File: src/rtl/core/lbmsd_pkg.sv
// Types, constants and codes of the LED bar matrix serial driver.
package lbmsd_pkg;

    localparam int NUM_COLUMNS = 10;
    localparam int NUM_ROWS    = 10;

    localparam int COL_W     = 4;
    localparam int ROW_W     = 4;
    localparam int COL_IDX_W = (NUM_COLUMNS > 1) ? $clog2(NUM_COLUMNS) : 1;

    localparam int CFG_ADDR_W = 5;
    localparam int CFG_DATA_W = 32;

    localparam logic [7:0]  RST_ONE_HIGH   = 8'd56;
    localparam logic [7:0]  RST_ONE_LOW    = 8'd27;
    localparam logic [7:0]  RST_ZERO_HIGH  = 8'd27;
    localparam logic [7:0]  RST_ZERO_LOW   = 8'd56;
    localparam logic [15:0] RST_LATCH      = 16'd4200;
    localparam logic [3:0]  RST_GREEN_ROWS = 4'd4;
    localparam logic [3:0]  RST_ORANGE_ROWS = 4'd8;

    localparam logic [7:0] BYTE_FULL   = 8'd255;
    localparam logic [7:0] BYTE_ORANGE = 8'd165;
    localparam logic [7:0] BYTE_OFF    = 8'd0;

    typedef enum logic [1:0] {
        FN_SET_LEVEL = 2'd0,
        FN_START     = 2'd1,
        FN_TICK      = 2'd2,
        FN_NONE      = 2'd3
    } t_func;

    typedef enum logic [1:0] {
        PH_IDLE  = 2'd0,
        PH_SEND  = 2'd1,
        PH_LATCH = 2'd2
    } t_phase;

    typedef enum logic [1:0] {
        CH_GREEN = 2'd0,
        CH_RED   = 2'd1,
        CH_BLUE  = 2'd2
    } t_channel;

    typedef enum logic [2:0] {
        CFG_ONE_HIGH    = 3'd0,
        CFG_ONE_LOW     = 3'd1,
        CFG_ZERO_HIGH   = 3'd2,
        CFG_ZERO_LOW    = 3'd3,
        CFG_LATCH       = 3'd4,
        CFG_GREEN_ROWS  = 3'd5,
        CFG_ORANGE_ROWS = 3'd6
    } t_cfg_idx;

    typedef struct packed {
        logic [1:0]       func;
        logic [COL_W-1:0] column;
        logic [ROW_W-1:0] level;
    } t_in_item;

    typedef struct packed {
        logic line_level;
        logic busy_res;
        logic frame_done;
        logic accepted;
    } t_out_item;

endpackage

File: src/rtl/core/lbmsd_stream_if.sv
// Valid/ready stream interfaces for the input and result channels.
interface lbmsd_in_if import lbmsd_pkg::*; ();
    logic     valid;
    logic     ready;
    t_in_item data;

    modport source(output valid, output data, input ready);
    modport sink(input valid, input data, output ready);
endinterface

interface lbmsd_out_if import lbmsd_pkg::*; ();
    logic      valid;
    logic      ready;
    t_out_item data;

    modport source(output valid, output data, input ready);
    modport sink(input valid, input data, output ready);
endinterface

File: src/rtl/core/led_bar_matrix_serial_driver_core.sv
// Top level of the LED bar matrix serial driver with its register port.
//
// The block takes one input beat per clock while input ready is high and returns exactly
// one result beat for each, registered in the output buffer at the accepting edge. All
// state for a beat (column levels, frame position and tick counter) is updated then too;
// the rate is set by the combinational level lookup, bit select and tick compare that form
// the frame walker. Results wait in a two-entry output buffer, so input beats keep
// flowing while one result is held; input ready drops only when both entries are full.
// Column levels reset to zero at once, with no clearing pass. Registers are written over
// the APB port at byte address four times their index and read back there.
module led_bar_matrix_serial_driver_core import lbmsd_pkg::*; (
    input  logic                  i_clk,
    input  logic                  i_rst_n,
    lbmsd_in_if.sink              i_in,
    lbmsd_out_if.source           o_out,
    input  logic                  psel,
    input  logic                  penable,
    input  logic                  pwrite,
    input  logic [CFG_ADDR_W-1:0] paddr,
    input  logic [CFG_DATA_W-1:0] pwdata,
    output logic [CFG_DATA_W-1:0] prdata,
    output logic                  pready
);

    logic [7:0]  r_one_high, r_one_low, r_zero_high, r_zero_low;
    logic [15:0] r_latch;
    logic [3:0]  r_green_rows, r_orange_rows;

    logic [ROW_W-1:0] r_levels [NUM_COLUMNS];
    logic [ROW_W-1:0] n_levels [NUM_COLUMNS];
    t_phase           r_phase, n_phase;
    logic [COL_W-1:0] r_col, n_col;
    logic [ROW_W-1:0] r_row, n_row;
    logic [1:0]       r_chan, n_chan;
    logic [2:0]       r_bit, n_bit;
    logic [15:0]      r_tick, n_tick;

    t_out_item  r_q [2];
    logic [1:0] r_cnt;

    t_out_item  res;
    logic       in_acc, out_pop, cfg_wr;
    logic [2:0] cfg_idx;
    logic [1:0] wpos;

    logic [ROW_W-1:0] cur_level;
    logic [7:0]       pix_byte;
    logic             pix_bit;
    logic [7:0]       hi_ticks, lo_ticks;
    logic [8:0]       bit_len;
    logic [15:0]      tick_inc;
    logic [15:0]      latch_eff;
    logic             busy;

    assign pready  = 1'b1;
    assign cfg_wr  = psel & penable & pwrite;
    assign cfg_idx = paddr[CFG_ADDR_W-1:2];

    always_ff @(posedge i_clk) begin
        if (!i_rst_n) begin
            r_one_high    <= RST_ONE_HIGH;
            r_one_low     <= RST_ONE_LOW;
            r_zero_high   <= RST_ZERO_HIGH;
            r_zero_low    <= RST_ZERO_LOW;
            r_latch       <= RST_LATCH;
            r_green_rows  <= RST_GREEN_ROWS;
            r_orange_rows <= RST_ORANGE_ROWS;
        end else if (cfg_wr) begin
            case (cfg_idx)
                CFG_ONE_HIGH:    r_one_high    <= pwdata[7:0];
                CFG_ONE_LOW:     r_one_low     <= pwdata[7:0];
                CFG_ZERO_HIGH:   r_zero_high   <= pwdata[7:0];
                CFG_ZERO_LOW:    r_zero_low    <= pwdata[7:0];
                CFG_LATCH:       r_latch       <= pwdata[15:0];
                CFG_GREEN_ROWS:  r_green_rows  <= pwdata[3:0];
                CFG_ORANGE_ROWS: r_orange_rows <= pwdata[3:0];
                default: begin
                end
            endcase
        end
    end

    always_comb begin
        case (cfg_idx)
            CFG_ONE_HIGH:    prdata = {24'd0, r_one_high};
            CFG_ONE_LOW:     prdata = {24'd0, r_one_low};
            CFG_ZERO_HIGH:   prdata = {24'd0, r_zero_high};
            CFG_ZERO_LOW:    prdata = {24'd0, r_zero_low};
            CFG_LATCH:       prdata = {16'd0, r_latch};
            CFG_GREEN_ROWS:  prdata = {28'd0, r_green_rows};
            CFG_ORANGE_ROWS: prdata = {28'd0, r_orange_rows};
            default:         prdata = '0;
        endcase
    end

    assign in_acc  = i_in.valid & i_in.ready;
    assign out_pop = o_out.valid & o_out.ready;
    assign busy    = (r_phase != PH_IDLE);

    assign cur_level = r_levels[r_col[COL_IDX_W-1:0]];

    always_comb begin
        pix_byte = BYTE_OFF;
        if (r_row < cur_level) begin
            if (r_row < r_green_rows) begin
                pix_byte = (r_chan == CH_GREEN) ? BYTE_FULL : BYTE_OFF;
            end else if (r_row < r_orange_rows) begin
                unique case (r_chan)
                    CH_GREEN: pix_byte = BYTE_ORANGE;
                    CH_RED:   pix_byte = BYTE_FULL;
                    default:  pix_byte = BYTE_OFF;
                endcase
            end else begin
                pix_byte = (r_chan == CH_RED) ? BYTE_FULL : BYTE_OFF;
            end
        end
    end

    assign pix_bit   = pix_byte[3'd7 - r_bit];
    assign hi_ticks  = pix_bit ? r_one_high : r_zero_high;
    assign lo_ticks  = pix_bit ? r_one_low  : r_zero_low;
    assign bit_len   = {1'b0, hi_ticks} + {1'b0, lo_ticks};
    assign tick_inc  = r_tick + 16'd1;
    assign latch_eff = (r_latch != 16'd0) ? r_latch : 16'd1;

    // Next frame state for the beat at the input.
    always_comb begin
        n_levels = r_levels;
        n_phase  = r_phase;
        n_col    = r_col;
        n_row    = r_row;
        n_chan   = r_chan;
        n_bit    = r_bit;
        n_tick   = r_tick;
        unique case (t_func'(i_in.data.func))
            FN_SET_LEVEL: begin
                if (!busy && ({1'b0, i_in.data.column} < (COL_W+1)'(NUM_COLUMNS))
                        && ({1'b0, i_in.data.level} <= (ROW_W+1)'(NUM_ROWS))) begin
                    n_levels[i_in.data.column[COL_IDX_W-1:0]] = i_in.data.level;
                end
            end
            FN_START: begin
                if (!busy) begin
                    n_phase = PH_SEND;
                    n_col   = '0;
                    n_row   = '0;
                    n_chan  = CH_GREEN;
                    n_bit   = '0;
                    n_tick  = '0;
                end
            end
            FN_TICK: begin
                if (r_phase == PH_SEND) begin
                    n_tick = tick_inc;
                    if (tick_inc >= {7'd0, bit_len}) begin
                        n_tick = '0;
                        if (r_bit != 3'd7) begin
                            n_bit = r_bit + 3'd1;
                        end else begin
                            n_bit = '0;
                            if (r_chan != CH_BLUE) begin
                                n_chan = r_chan + 2'd1;
                            end else begin
                                n_chan = CH_GREEN;
                                if (({1'b0, r_row} + 1'b1) < (ROW_W+1)'(NUM_ROWS)) begin
                                    n_row = r_row + 1'b1;
                                end else begin
                                    n_row = '0;
                                    if (({1'b0, r_col} + 1'b1)
                                            < (COL_W+1)'(NUM_COLUMNS)) begin
                                        n_col = r_col + 1'b1;
                                    end else begin
                                        n_col   = '0;
                                        n_phase = PH_LATCH;
                                    end
                                end
                            end
                        end
                    end
                end else if (r_phase == PH_LATCH) begin
                    n_tick = tick_inc;
                    if (tick_inc >= latch_eff) begin
                        n_tick  = '0;
                        n_phase = PH_IDLE;
                    end
                end
            end
            default: begin
            end
        endcase
    end

    // Result fields for the beat at the input.
    always_comb begin
        res.line_level = 1'b0;
        res.frame_done = 1'b0;
        res.accepted   = 1'b0;
        res.busy_res   = (n_phase != PH_IDLE);
        unique case (t_func'(i_in.data.func))
            FN_SET_LEVEL: begin
                res.accepted = !busy
                    && ({1'b0, i_in.data.column} < (COL_W+1)'(NUM_COLUMNS))
                    && ({1'b0, i_in.data.level} <= (ROW_W+1)'(NUM_ROWS));
            end
            FN_START: begin
                res.accepted = !busy;
            end
            FN_TICK: begin
                if (r_phase == PH_SEND) begin
                    res.line_level = (r_tick < {8'd0, hi_ticks});
                end
                res.frame_done = (r_phase == PH_LATCH) && (n_phase == PH_IDLE);
            end
            default: begin
            end
        endcase
    end

    always_ff @(posedge i_clk) begin
        if (!i_rst_n) begin
            for (int i = 0; i < NUM_COLUMNS; i++) begin
                r_levels[i] <= '0;
            end
            r_phase <= PH_IDLE;
            r_col   <= '0;
            r_row   <= '0;
            r_chan  <= CH_GREEN;
            r_bit   <= '0;
            r_tick  <= '0;
        end else if (in_acc) begin
            r_levels <= n_levels;
            r_phase  <= n_phase;
            r_col    <= n_col;
            r_row    <= n_row;
            r_chan   <= n_chan;
            r_bit    <= n_bit;
            r_tick   <= n_tick;
        end
    end

    assign i_in.ready  = (r_cnt != 2'd2);
    assign o_out.valid = (r_cnt != 2'd0);
    assign o_out.data  = r_q[0];
    assign wpos        = r_cnt - {1'b0, out_pop};

    always_ff @(posedge i_clk) begin
        if (!i_rst_n) begin
            r_cnt <= '0;
        end else begin
            r_cnt <= r_cnt + {1'b0, in_acc} - {1'b0, out_pop};
        end
    end

    always_ff @(posedge i_clk) begin
        if (in_acc && (wpos == 2'd0)) begin
            r_q[0] <= res;
        end else if (out_pop) begin
            r_q[0] <= r_q[1];
        end
        if (in_acc && (wpos == 2'd1)) begin
            r_q[1] <= res;
        end
    end

endmodule

File: src/flat_wrapper.sv
// flat-port wrapper written by rule: the top's interface ports become plain ports
module led_bar_matrix_serial_driver_core_flat import lbmsd_pkg::*;
  (i_clk, i_rst_n, psel, penable, pwrite, paddr, pwdata, prdata, pready, i_in_valid, i_in_data, i_in_ready, o_out_valid, o_out_data, o_out_ready);
  lbmsd_in_if i_in_i ();
  lbmsd_out_if o_out_i ();
  input  logic i_clk;
  input  logic i_rst_n;
  input  logic psel;
  input  logic penable;
  input  logic pwrite;
  input  logic [CFG_ADDR_W-1:0] paddr;
  input  logic [CFG_DATA_W-1:0] pwdata;
  output logic [CFG_DATA_W-1:0] prdata;
  output logic pready;
  input wire logic [$bits(i_in_i.valid)-1:0] i_in_valid;
  input wire logic [$bits(i_in_i.data)-1:0] i_in_data;
  output wire logic [$bits(i_in_i.ready)-1:0] i_in_ready;
  output wire logic [$bits(o_out_i.valid)-1:0] o_out_valid;
  output wire logic [$bits(o_out_i.data)-1:0] o_out_data;
  input wire logic [$bits(o_out_i.ready)-1:0] o_out_ready;
  assign i_in_i.valid = i_in_valid;
  assign i_in_i.data = i_in_data;
  assign i_in_ready = i_in_i.ready;
  assign o_out_valid = o_out_i.valid;
  assign o_out_data = o_out_i.data;
  assign o_out_i.ready = o_out_ready;
  led_bar_matrix_serial_driver_core u_core (.i_clk(i_clk), .i_rst_n(i_rst_n), .i_in(i_in_i), .o_out(o_out_i), .psel(psel), .penable(penable), .pwrite(pwrite), .paddr(paddr), .pwdata(pwdata), .prdata(prdata), .pready(pready));
endmodule
File: config.mk
export PLATFORM = sky130hd
export DESIGN_NAME = led_bar_matrix_serial_driver_core_flat
export DESIGN_NICKNAME = d
export VERILOG_FILES = /design/src/rtl/core/lbmsd_pkg.sv /design/src/rtl/core/lbmsd_stream_if.sv /design/src/rtl/core/led_bar_matrix_serial_driver_core.sv /design/src/flat_wrapper.sv
export SDC_FILE = /design/constraint.sdc
export NUM_CORES = 1
export LEC_CHECK = 0
export ABC_AREA = 1
export BUFFER_PORTS_ARGS = -buffer_cell sky130_fd_sc_hd__buf_2
export CAP_MARGIN = 10
export CORE_UTILIZATION = 64
export DETAILED_ROUTE_END_ITERATION = 10
export GPL_ROUTABILITY_DRIVEN = 0
export GPL_TIMING_DRIVEN = 0
export PLACE_DENSITY = 0.86
export SETUP_SLACK_MARGIN = 0.1
export SLEW_MARGIN = 5
export SYNTH_ARGS = -nofsm -noshare
export SYNTH_HDL_FRONTEND = slang
export SYNTH_SLANG_ARGS = --single-unit
File: constraint.sdc
create_clock -name i_clk -period 12.1 [get_ports i_clk]
set_input_delay 1.815 -clock i_clk [delete_from_list [all_inputs] [get_ports i_clk]]
set_output_delay 1.815 -clock i_clk [all_outputs]
set_load 0.02 [all_outputs]
==> implementation parameters <==
Parameter                              Value

Pwr
  Power per cell area ... 147 nW/um2
  Largest voltage drop on the vdd net ... 109 uV
  P_leak ... 4.25 nW

Cells and area
  Post-layout net count ... 1,336
  Fraction of final layout cells sized beyond drive strength 1 ... 11.2%
  Post-layout instance area ... 9270 um2
  Area added between synthesis and finish ... 14.6%
  Most frequent standard cell in the layout excluding fill and tap cells ... sky130_fd_sc_hd__nand2_1
  Area occupied by registers ... 2820 um2
  Share of the core filled with cells ... 76.2%
  Antenna diode count ... 0
  Multi-input logic area ... 4390 um2
  Filler Cells Inserted ... 926
  Leading cell types in the layout, fill and taps excluded ... sky130_fd_sc_hd__nand2_1 (180), sky130_fd_sc_hd__inv_1 (172), sky130_fd_sc_hd__o21ai_0 (133), sky130_fd_sc_hd__a21oi_1 (132), sky130_fd_sc_hd__dfxtp_1 (129)

Yosys
  Synthesized area per cell ... 7.14 um2
  Post-Syn Instances ... 1,132
  Register area share after synthesis ... 34.9%
  Summed instance area of the synthesized netlist ... 8090 um2
  Number of warnings issued by yosys ... 0
  Async set or reset register ratio after synthesis ... 0%
  Post-synth cell types ... 49
  Largest cells by area after synthesis ... sky130_fd_sc_hd__dfxtp_1 (32%), sky130_fd_sc_hd__ha_1 (9.1%), sky130_fd_sc_hd__nand2_1 (8.4%)
  Top-area cell type share of the netlist area ... 31.9%
  Number of flops mapped to enable cells by yosys ... 8
  Seq cells post-synth ... 137
  Library cell with the largest summed area after synthesis ... sky130_fd_sc_hd__dfxtp_1
  Most used flip-flop cell after synthesis ... sky130_fd_sc_hd__dfxtp_1

Detailed routing
  Starting DRC count in detailed routing ... 851
  Vias ... 8,077
  Detailed-router iteration count before antenna repair ... 6
  Number of routed nets with antenna violations ... 0
  DR DRC count ... 0
  WL per Instance ... 15.7 um
  Total Routed Length ... 22,100 um
  Vias per Instance ... 5.76

CTS
  Number of CTS-inserted buffers ... 17
  CTS tree ... done
  Count of hold-fix buffers inserted at cts ... 0
  Latest clock arrival within the worst-skew pair ... 0.43 ns
  Clock-pin slew of the registers on the worst-case setup and hold paths ... 0.06 ns
  Max Buffers Root-to-Sink ... 2
  Number of buffers inserted by post-CTS setup repair ... 0
  Number of sinks handled by clock tree synthesis ... 137
  Clock root buffer ... sky130_fd_sc_hd__clkbuf_16
  Resized Gates After CTS ... 0
  H-Tree Depth ... 4

Setup path
  Worst setup EP type ... flip-flop
  Cell type of the slowest stage on the worst timing path ... sky130_fd_sc_hd__o21ai_0
  Worst Setup SP ... u_core.r_col[0]$_SDFFE_PN0P_
  Endpoint arrival time on the critical path ... 6.77 ns
  CP Class ... flip-flop to flip-flop
  Largest driver fanout on the critical path ... 10
  Slowest cell delay on critical path ... 0.55 ns
  Cell repeated most along the worst path ... sky130_fd_sc_hd__nand2_1
  Critical register-to-register path startpoint ... u_core.r_col[0]$_SDFFE_PN0P_
  Required time of the critical path ... 12.28 ns
  Element type at the critical path start ... flip-flop

Place
  Placement-stage cell area ... 8630 um2
  Sum of net half-perimeters after detailed placement ... 16,000 um
  Number of buffers inserted by port buffering ... 56

Global routing
  Antenna violations before repair ... 0
  Global-route met1 utilization ... 45.8%
  Most used routing layer in global routing ... met2
  All-layer global routing usage ... 35.0%
  Remaining global-route overflow ... 0
  Met3 demand-to-capacity share in global routing ... 6.41%
  Number of global-route vias before repair ... 7,376
  Global-route wire length before repair ... 35,500 um
  Maximum number of pins on one net before global-route repair ... 17
  Global Route met2 Usage ... 56.0%

Timing
  Final setup viols ... 0
  Highest Clock Rate ... 152 MHz
  Period utilization ... 54.4%
  Relative slew slack ... 34.9%
  Max Transition Viols Final ... 0
  Period minus WS final ... 6.59 ns
  Setup Total Neg Slack ... 0 ns
  Slew at the pin closest to its max-slew limit ... 0.969 ns
  RSZ-0062 raised after global routing ... false
  Hold violation count in the final report ... 0
  Max Clock Skew ... 0.00658 ns

Floorplan
  Die area ... 13,100 um2
  Initial Util ... 66.5%
  Total number of placement rows ... 40
  Core Box Area ... 12,200 um2
  Chip height ... 114 um
  DIE WIDTH ... 114 um
  IO Count ... 93

Job
  Max cap viols ... 0

Worst hold path
  Worst hold path type ... flip-flop to flip-flop
  Worst hold start ... u_core.r_levels[2]$_SDFFE_PN0P_

Status
  Run status ... complete, no violations
cells by family (layout without fill, tap and decap cells):
kind of cell / Yosys count / after routing / synth area share [%]
other: 2 / 17 / 0.0929
DFF: 137 / 137 / 34.9
and+or+nand+nor: 369 / 369 / 19.9
xor gates and xnor gates: 22 / 22 / 2.48
AOI/OAI and AO/OA: 319 / 319 / 21.7
adders and majority gates: 60 / 60 / 9.38
buffers and inverters: 223 / 311 / 11.5
per-stage QoR:
stage	worst slack [ns]	hold slack [ns]	cells	power (mW)
2_1_floorplan	6.86	0.424	1147	0.716
3_3_place_gp	5.82	0.438	1371	0.781
3_5_place_dp	5.71	0.440	1371	0.794
4_1_cts	5.66	0.449	1403	1.35
5_1_grt	4.90	0.468	1403	1.41
6_report	5.51	0.449	1403	1.36
layer usage:
| layer | wire length (um) | share of wire [%] |
|---|---|---|
| met1 | 9250 | 42 |
| met3 | 1950 | 8.8 |
| met5 | 0 | 0 |
| met2 | 10200 | 46 |
| met4 | 647 | 2.9 |
sequential cells by signal, indices dropped and copies added, names as in the netlist:
name	cells
u_core.r_latch	16
u_core.r_zero_high	8
u_core.r_q	8
u_core.r_levels	40
u_core.r_col	4
u_core.r_row	4
u_core.r_green_rows	4
u_core.r_phase	2
u_core.r_bit	3
u_core.r_cnt	2
u_core.r_one_high	8
u_core.r_tick	16
u_core.r_zero_low	8
u_core.r_orange_rows	4
u_core.r_one_low	8
u_core.r_chan	2
synth_stat cells (2+ instances only):
master                        n
sky130_fd_sc_hd__edfxtp_1     8
sky130_fd_sc_hd__a221oi_1     4
sky130_fd_sc_hd__nand2_4      3
sky130_fd_sc_hd__conb_1       2
sky130_fd_sc_hd__a21oi_1    132
sky130_fd_sc_hd__buf_4       22
sky130_fd_sc_hd__a31o_2       2
sky130_fd_sc_hd__nor2_1      99
sky130_fd_sc_hd__o22ai_1      8
sky130_fd_sc_hd__xnor2_1      7
sky130_fd_sc_hd__nand3_2      3
sky130_fd_sc_hd__clkbuf_1    24
sky130_fd_sc_hd__inv_1      172
sky130_fd_sc_hd__xor2_1      14
sky130_fd_sc_hd__o21bai_1     2
sky130_fd_sc_hd__o21ai_0    133
sky130_fd_sc_hd__o211ai_1     6
sky130_fd_sc_hd__o2111ai_1    2
sky130_fd_sc_hd__o21a_1       2
sky130_fd_sc_hd__dfxtp_1    129
sky130_fd_sc_hd__nor4_1       2
sky130_fd_sc_hd__nand3_1     43
sky130_fd_sc_hd__ha_1        59
sky130_fd_sc_hd__a21oi_2      2
sky130_fd_sc_hd__nand4_1     10
sky130_fd_sc_hd__nor3_1      13
sky130_fd_sc_hd__buf_2        3
sky130_fd_sc_hd__nor2_2       7
sky130_fd_sc_hd__a211o_1      2
sky130_fd_sc_hd__a32o_1       3
sky130_fd_sc_hd__o221ai_1     8
sky130_fd_sc_hd__o21ai_2      2
sky130_fd_sc_hd__or2_2        2
sky130_fd_sc_hd__nand2_1    180
sky130_fd_sc_hd__a211oi_1     8
final timing paths:
kind | endpoint | slack (ns) | cells past startpoint
worst min register to register | u_core.r_levels[2]$_SDFFE_PN0P_ | 0.45 | 2
worst max register to register | u_core.r_q[0][5]$_DFFE_PP_ | 5.51 | 41
worst min-delay path | u_core.r_levels[2]$_SDFFE_PN0P_ | 0.45 | 2
worst max-delay path | u_core.r_q[0][5]$_DFFE_PP_ | 5.51 | 41
worst max-delay path, delay by kind of cell, from the launching register on:
kind	cells	cell delay (ns)
AOI/OAI and AO/OA	10	1.90
and+or+nand+nor	20	1.82
buffers and inverters	7	1.38
adders and majority gates	3	0.77
DFF	1	0.33
xor gates and xnor gates	1	0.16
layout make-up:
cell class / instances / share of cell area [%]
clock inverters: 7 / 1.49
repair buffers: 56 / 3.02
flip-flops and latches: 137 / 30.5
clock buffers: 25 / 5.35
well taps: 168 / 2.27
plain buffers: 49 / 2.92
inverters: 174 / 7.10
multi-input cells: 787 / 47.4
power breakdown:
group	internal (mW)	switching (mW)
Sequential	0.479	0.00897
Clock	0.366	0.198
Combinational	0.108	0.200
Total	0.954	0.406
No activity file was read; power rests on OpenSTA's default activity.
